==> src/rtl/pqx_pkg.sv <==
`timescale 1ns / 1ps
`default_nettype none

package pqx_pkg;

	localparam int DEPTH_DEF = 32;
	localparam int OP_W      = 2;
	localparam int VAL_W     = 16;
	localparam int PRI_W     = 8;
	localparam int CNT_OUT_W = 6;

	typedef enum logic [OP_W-1:0] {
		OP_INSERT  = 2'd0,
		OP_EXTRACT = 2'd1,
		OP_CLEAR   = 2'd2
	} op_t;

	// per-cell control, broadcast from the sequencer
	typedef struct packed {
		logic occ;    // cell holds a live entry
		logic wr;     // load the incoming pair
		logic shift;  // take the neighbour's entry
	} cell_ctl_t;

endpackage

`default_nettype wire

==> src/rtl/pqx_cell.sv <==
`timescale 1ns / 1ps
`default_nettype none

module pqx_cell #(
	parameter int DEPTH = pqx_pkg::DEPTH_DEF,
	parameter int IDX   = 0,
	localparam int IW   = $clog2(DEPTH)
) (
	input  wire                           clk,
	input  wire                           arst_n,
	input  pqx_pkg::cell_ctl_t            ctl,
	input  wire  [pqx_pkg::VAL_W-1:0]     wr_value,
	input  wire  [pqx_pkg::PRI_W-1:0]     wr_priority,
	input  wire  [pqx_pkg::VAL_W-1:0]     nxt_value,
	input  wire  [pqx_pkg::PRI_W-1:0]     nxt_priority,
	input  wire                           cin_valid,
	input  wire  [pqx_pkg::PRI_W-1:0]     cin_priority,
	input  wire  [pqx_pkg::VAL_W-1:0]     cin_value,
	input  wire  [IW-1:0]                 cin_idx,
	output logic                          cout_valid,
	output logic [pqx_pkg::PRI_W-1:0]     cout_priority,
	output logic [pqx_pkg::VAL_W-1:0]     cout_value,
	output logic [IW-1:0]                 cout_idx,
	output logic [pqx_pkg::VAL_W-1:0]     value,
	output logic [pqx_pkg::PRI_W-1:0]     priority_q
);

	logic [pqx_pkg::VAL_W-1:0] value_q;
	logic                      take_own;

	assign value = value_q;

	// strictly greater: an earlier cell keeps the win on a tie
	assign take_own = ctl.occ && (!cin_valid || (priority_q > cin_priority));

	always_ff @(posedge clk) begin
		if (ctl.wr) begin
			value_q    <= wr_value;
			priority_q <= wr_priority;
		end else if (ctl.shift) begin
			value_q    <= nxt_value;
			priority_q <= nxt_priority;
		end
	end

	always_ff @(posedge clk or negedge arst_n) begin
		if (!arst_n) begin
			cout_valid <= 1'b0;
		end else begin
			cout_valid <= take_own || cin_valid;
		end
	end

	always_ff @(posedge clk) begin
		if (take_own) begin
			cout_priority <= priority_q;
			cout_value    <= value_q;
			cout_idx      <= IW'(IDX);
		end else begin
			cout_priority <= cin_priority;
			cout_value    <= cin_value;
			cout_idx      <= cin_idx;
		end
	end

endmodule

`default_nettype wire

==> src/rtl/priority_queue_extract_max.sv <==
`timescale 1ns / 1ps
`default_nettype none

// Channel | Handshake            | Word
// --------+----------------------+-----------------------------------------------------
// input   | in_valid / in_ready  | op, item_value, item_priority
// output  | res_valid / res_ready| out_value, out_valid, dropped, entry_count,
//         |                      | is_empty, is_full
//
// Insert, clear and the unused op code are accepted, then handed over to the output
// register. Extract is accepted, then the running maximum ripples one cell per cycle
// down the chain of DEPTH cells; the shift state then closes the gap, the done state
// hands the word over. An extract on an empty queue skips the scan and the shift.
// Reset empties the queue; the entry registers are not cleared, only the fill count.
// The output register holds a word while res_ready is low; the next word may be accepted
// meanwhile and waits in the pending stage until the output register frees.

module priority_queue_extract_max #(
	parameter int DEPTH = pqx_pkg::DEPTH_DEF
) (
	input  wire                              clk,
	input  wire                              arst_n,
	input  wire                              in_valid,
	output logic                             in_ready,
	input  wire  [pqx_pkg::OP_W-1:0]         op,
	input  wire  [pqx_pkg::VAL_W-1:0]        item_value,
	input  wire  [pqx_pkg::PRI_W-1:0]        item_priority,
	output logic                             res_valid,
	input  wire                              res_ready,
	output logic [pqx_pkg::VAL_W-1:0]        out_value,
	output logic                             out_valid,
	output logic                             dropped,
	output logic [pqx_pkg::CNT_OUT_W-1:0]    entry_count,
	output logic                             is_empty,
	output logic                             is_full
);

	localparam int IW = $clog2(DEPTH);
	localparam int CW = $clog2(DEPTH + 1);

	typedef enum logic [1:0] {
		S_IDLE,
		S_SCAN,
		S_SHIFT,
		S_DONE
	} state_t;

	state_t                      state_q;
	logic [CW-1:0]               count_q;
	logic [IW-1:0]               scan_q;

	// pending word, waiting for the output register
	logic [pqx_pkg::VAL_W-1:0]   pnd_value_q;
	logic                        pnd_valid_q;
	logic                        pnd_dropped_q;

	logic                        accept;
	logic                        out_free;
	logic                        do_insert;
	logic                        do_shift;
	pqx_pkg::op_t                op_in;

	// cell chain wiring
	pqx_pkg::cell_ctl_t          ctl   [DEPTH];
	logic [pqx_pkg::VAL_W-1:0]   val_a [DEPTH];
	logic [pqx_pkg::PRI_W-1:0]   pri_a [DEPTH];
	logic                        cv    [DEPTH+1];
	logic [pqx_pkg::PRI_W-1:0]   cp    [DEPTH+1];
	logic [pqx_pkg::VAL_W-1:0]   cval  [DEPTH+1];
	logic [IW-1:0]               cidx  [DEPTH+1];

	assign op_in     = pqx_pkg::op_t'(op);
	assign in_ready  = (state_q == S_IDLE);
	assign accept    = in_valid && in_ready;
	assign out_free  = !res_valid || res_ready;
	assign do_insert = accept && (op_in == pqx_pkg::OP_INSERT) && (count_q < CW'(DEPTH));
	assign do_shift  = (state_q == S_SHIFT);

	// head of the chain: no candidate yet
	assign cv[0]   = 1'b0;
	assign cp[0]   = '0;
	assign cval[0] = '0;
	assign cidx[0] = '0;

	for (genvar i = 0; i < DEPTH; i++) begin : g_cell
		logic [pqx_pkg::VAL_W-1:0] nv;
		logic [pqx_pkg::PRI_W-1:0] np;

		// last cell keeps its own entry on a shift; it lies beyond the new count anyway
		if (i == DEPTH - 1) begin : g_tail
			assign nv = val_a[i];
			assign np = pri_a[i];
		end else begin : g_body
			assign nv = val_a[i+1];
			assign np = pri_a[i+1];
		end

		assign ctl[i].occ   = (CW'(i) < count_q);
		assign ctl[i].wr    = do_insert && (CW'(i) == count_q);
		assign ctl[i].shift = do_shift && (IW'(i) >= cidx[DEPTH]);

		pqx_cell #(
			.DEPTH (DEPTH),
			.IDX   (i)
		) u_cell (
			.clk           (clk),
			.arst_n        (arst_n),
			.ctl           (ctl[i]),
			.wr_value      (item_value),
			.wr_priority   (item_priority),
			.nxt_value     (nv),
			.nxt_priority  (np),
			.cin_valid     (cv[i]),
			.cin_priority  (cp[i]),
			.cin_value     (cval[i]),
			.cin_idx       (cidx[i]),
			.cout_valid    (cv[i+1]),
			.cout_priority (cp[i+1]),
			.cout_value    (cval[i+1]),
			.cout_idx      (cidx[i+1]),
			.value         (val_a[i]),
			.priority_q    (pri_a[i])
		);
	end

	always_ff @(posedge clk or negedge arst_n) begin
		if (!arst_n) begin
			state_q       <= S_IDLE;
			count_q       <= '0;
			scan_q        <= '0;
			pnd_value_q   <= '0;
			pnd_valid_q   <= 1'b0;
			pnd_dropped_q <= 1'b0;
			res_valid     <= 1'b0;
			out_value     <= '0;
			out_valid     <= 1'b0;
			dropped       <= 1'b0;
			entry_count   <= '0;
			is_empty      <= 1'b1;
			is_full       <= 1'b0;
		end else begin
			// drop the output word once taken, unless the next word loads in its place
			if (res_valid && res_ready && (state_q != S_DONE)) begin
				res_valid <= 1'b0;
			end

			case (state_q)
				S_IDLE: begin
					if (accept) begin
						pnd_value_q   <= '0;
						pnd_valid_q   <= 1'b0;
						pnd_dropped_q <= 1'b0;
						scan_q        <= '0;
						state_q       <= S_DONE;
						case (op_in)
							pqx_pkg::OP_INSERT: begin
								if (count_q < CW'(DEPTH)) begin
									count_q <= count_q + 1'b1;
								end else begin
									pnd_dropped_q <= 1'b1;
								end
							end
							pqx_pkg::OP_EXTRACT: begin
								if (count_q != '0) begin
									state_q <= S_SCAN;
								end
							end
							pqx_pkg::OP_CLEAR: begin
								count_q <= '0;
							end
							default: begin
							end
						endcase
					end
				end
				S_SCAN: begin
					// advance until the maximum has rippled past the last cell
					scan_q <= scan_q + 1'b1;
					if (scan_q == IW'(DEPTH - 1)) begin
						state_q <= S_SHIFT;
					end
				end
				S_SHIFT: begin
					pnd_value_q <= cval[DEPTH];
					pnd_valid_q <= 1'b1;
					count_q     <= count_q - 1'b1;
					state_q     <= S_DONE;
				end
				S_DONE: begin
					if (out_free) begin
						res_valid   <= 1'b1;
						out_value   <= pnd_value_q;
						out_valid   <= pnd_valid_q;
						dropped     <= pnd_dropped_q;
						entry_count <= pqx_pkg::CNT_OUT_W'(count_q);
						is_empty    <= (count_q == '0);
						is_full     <= (count_q == CW'(DEPTH));
						state_q     <= S_IDLE;
					end
				end
				default: begin
					state_q <= S_IDLE;
				end
			endcase
		end
	end

`ifndef SYNTH
	// the fill count never passes the capacity
	a_count_bound: assert property (@(posedge clk) disable iff (!arst_n)
		count_q <= CW'(DEPTH))
		else $error("fill count beyond capacity");

	// an insert with room grows the queue by exactly one
	a_insert_grows: assert property (@(posedge clk) disable iff (!arst_n)
		do_insert |=> (count_q == $past(count_q) + 1'b1))
		else $error("insert did not advance the fill count");

	// the maximum found at the end of a scan is a live entry
	a_scan_found: assert property (@(posedge clk) disable iff (!arst_n)
		(state_q == S_SHIFT) |-> (cv[DEPTH] && (CW'(cidx[DEPTH]) < count_q)))
		else $error("extract scan found no live entry");

	// a word never reports both an extracted value and a dropped insert
	a_word_excl: assert property (@(posedge clk) disable iff (!arst_n)
		res_valid |-> !(out_valid && dropped))
		else $error("output word flags both extract and drop");
`endif

endmodule

`default_nettype wire

==> config.mk <==
export PLATFORM = sky130hd
export DESIGN_NAME = priority_queue_extract_max
export DESIGN_NICKNAME = d
export VERILOG_FILES = /design/src/rtl/pqx_pkg.sv /design/src/rtl/pqx_cell.sv /design/src/rtl/priority_queue_extract_max.sv
export SDC_FILE = /design/constraint.sdc
export NUM_CORES = 2
export LEC_CHECK = 0
export BUFFER_PORTS_ARGS = -buffer_cell sky130_fd_sc_hd__buf_4
export CORE_MARGIN = 1.5
export CORE_UTILIZATION = 36
export CTS_CLUSTER_DIAMETER = 150
export DETAILED_ROUTE_END_ITERATION = 10
export GPL_ROUTABILITY_DRIVEN = 0
export GPL_TIMING_DRIVEN = 0
export PLACE_DENSITY = 0.49
export SYNTH_ARGS = -nofsm -noshare
export SYNTH_HDL_FRONTEND = slang
export SYNTH_HIERARCHICAL = 1
export SYNTH_SLANG_ARGS = --single-unit
==> constraint.sdc <==
create_clock -name clk -period 5.2 [get_ports clk]
set_input_delay 0.78 -clock clk [delete_from_list [all_inputs] [get_ports clk]]
set_output_delay 0.78 -clock clk [all_outputs]
set_load 0.01 [all_outputs]
==> impl_metrics.csv <==
group,metric,value,unit
drt,vias,39430,
sta,finalSetupViolCount,0,
pwr,ir_drop,0.3456,mV
clocking,cts-root-buf,"clkbuf_16",
sta,fin_skew,50.31,ps
clocking,clk_latency,840,ps
die,dieHeight,451.7,um
clocking,clock_tree.buffer_depth,3,
place,post-place-ws,-200.5,ps
hold_path,hold_start,"in_valid",
global_routing,antenna_found_initial,23,
place,post-dp-hpwl,135100,um
die,rows,164,
die,dieArea,204000,um2
sta,min_period,4959,ps
sta,finalHoldViolations,0,
yosys,syn_area,72480,um2
pwr,p_leak,0.03041,uW
finish,syn_to_final_growth,14.60,%
yosys,yosysWarnings,6,
clocking,clkSinkCount,1777,
drt,dr.pass1.iters,5,
drt,antenna_left,0,
finish,drive_gt1_share,34.25,%
global_routing,grt_use_met2,31.32,%
outcome,outcome,"finished, final reports clean",
worst_setup_path,crit_arrival,5440,ps
die,pin_count,58,
worst_setup_path,start_kind,"register",
drt,drt_iter0_markers,2278,
sta,grt_setup_unrepaired,"no",
sta,tightest_slew,1353,ps
finish,fin_util,41.56,%
worst_setup_path,cp.required,5680,ps
global_routing,gr-usage-all-layers,18.57,%
global_routing,grt_start_max_net_pins,52,
drt,drc,0,
worst_setup_path,r2r-start,"count_q[1]",
clocking,clk_pin_slew,60,ps
worst_setup_path,path_max_fanout,24,
global_routing,grt-ovfl-total,0,
hold_path,worstHoldPathType,"in -> reg",
place,io_buffers,57,
drt,wl,189200,um
finish,final_common_cell,"mux2_2",
sta,setup_ws,241.3,ps
clocking,cts-htree-levels,4,
worst_setup_path,crit_path_start,"count_q[1]",
global_routing,grt_pass1_vias,42820,
sta,relSlewSlack,9.778,%
die,coreArea,199900,um2
clocking,cts_made_buffers,196,
global_routing,grt_pass1_wl,281800,um
job,cap_violations,0,
global_routing,grtUsageMet1,24.51,%
finish,num-nets-final,5637,
sta,drv_slew,0,
sta,setup_tns,0,ps
drt,viasPerCell,4.822,
drt,wl_per_cell,23.14,um
global_routing,busiest_layer,"met2",
yosys,syn_inst,5041,
die,start_util,36.26,%
sta,fin_crit_sh,95.36,%
die,fp.dieW,451.7,um
global_routing,use_met3,2.895,%
yosys,avgSynthCellArea,14.38,um2
finish,final_cell_mix,"mux2_2, dfxtp_1, edfxtp_1, inv_1, ha_1",
pwr,power_density,513.5,nW/um2
clocking,cts_tree,"done",
worst_setup_path,end_kind,"register",
worst_setup_path,crit_type,"reg -> reg",
sta,timing.fmax,201.7,MHz
-- what timing repair did --
action / CTS / global route
hold buffers: 1 / 0
gates resized for setup: 3 / 6
buffers inserted: 0 / 0
endpoints found under the hold margin: 37 / 0
setup endpoints to repair: 72 / 96
-- cell type report --
class                   instances  area (um2)
fillers                     18740      116800
flip-flops and latches       1777       43710
multi-input cells            2773       26260
clock buffers                 294        5738
well taps                    2656        3323
plain buffers                 223        1541
inverters                     307        1152
clock inverters                76       832.0
repair buffers                 60       476.7
diodes                         12       30.03
-- worst max-delay path: stages, from the launching register on --
cell and delay, ps:
dfrtp_1 400, clkbuf_1 260, clkinv_1 340, ha_1 600, nand4_1 450, nor3_1 750
clkbuf_1 480, clkbuf_1 710, or2_4 570
-- layer usage --
metal	vias up	routed length [um]	share of wire, %
met5	-	8	0.0042
met1	19740	85220	45
met2	692	91260	48
li1	18760	-	-
met3	241	7867	4.2
met4	2	4869	2.6
-- flip-flops by register name, indices dropped and copies added (netlist names), 16 cells and up --
register,flops
pnd_value_q,16
g_cell.u_cell/cout_valid,31
g_cell.u_cell/cout_value,512
g_cell.u_cell/cout_priority,248
g_cell.u_cell/value,512
out_value,16
g_cell.u_cell/priority_q,256
g_cell.u_cell/cout_idx,160
-- power by group --
group          switching (uW)  internal [uW]  total [uW]  leakage, uW
Sequential               1310          17700       19000       0.0151
Combinational            5060           4590        9650       0.0121
Clock                    5770           8190       14000      0.00324
Total                   12100          30500       42600       0.0304
-- final timing paths --
kind / endpoint / slack [ps] / depth (start not counted)
max: g_cell[28].u_cell/value[13] / 240 / 8
min: pnd_dropped_q / 290 / 3
max reg2reg: g_cell[28].u_cell/value[13] / 240 / 8
min reg2reg: g_cell[18].u_cell/cout_idx[1] / 400 / 1
max in group asynchronous: g_cell[5].u_cell/cout_valid / 3910 / 3
min in group asynchronous: dropped / 470 / 2
-- through the flow --
stage                     hold slack (ps)  total power, uW  area (um2)  instances
after global placement              389.0            29110       76380       7793
after detailed placement            391.7            29080       76420       7795
after global routing                255.0            44810       83030       8167
after floorplan                     386.3            25440       72630       5080
final                               294.7            42650       83060       8178
after CTS                           213.4            43330       83010       8166
Power figures use the tool's default switching activity.
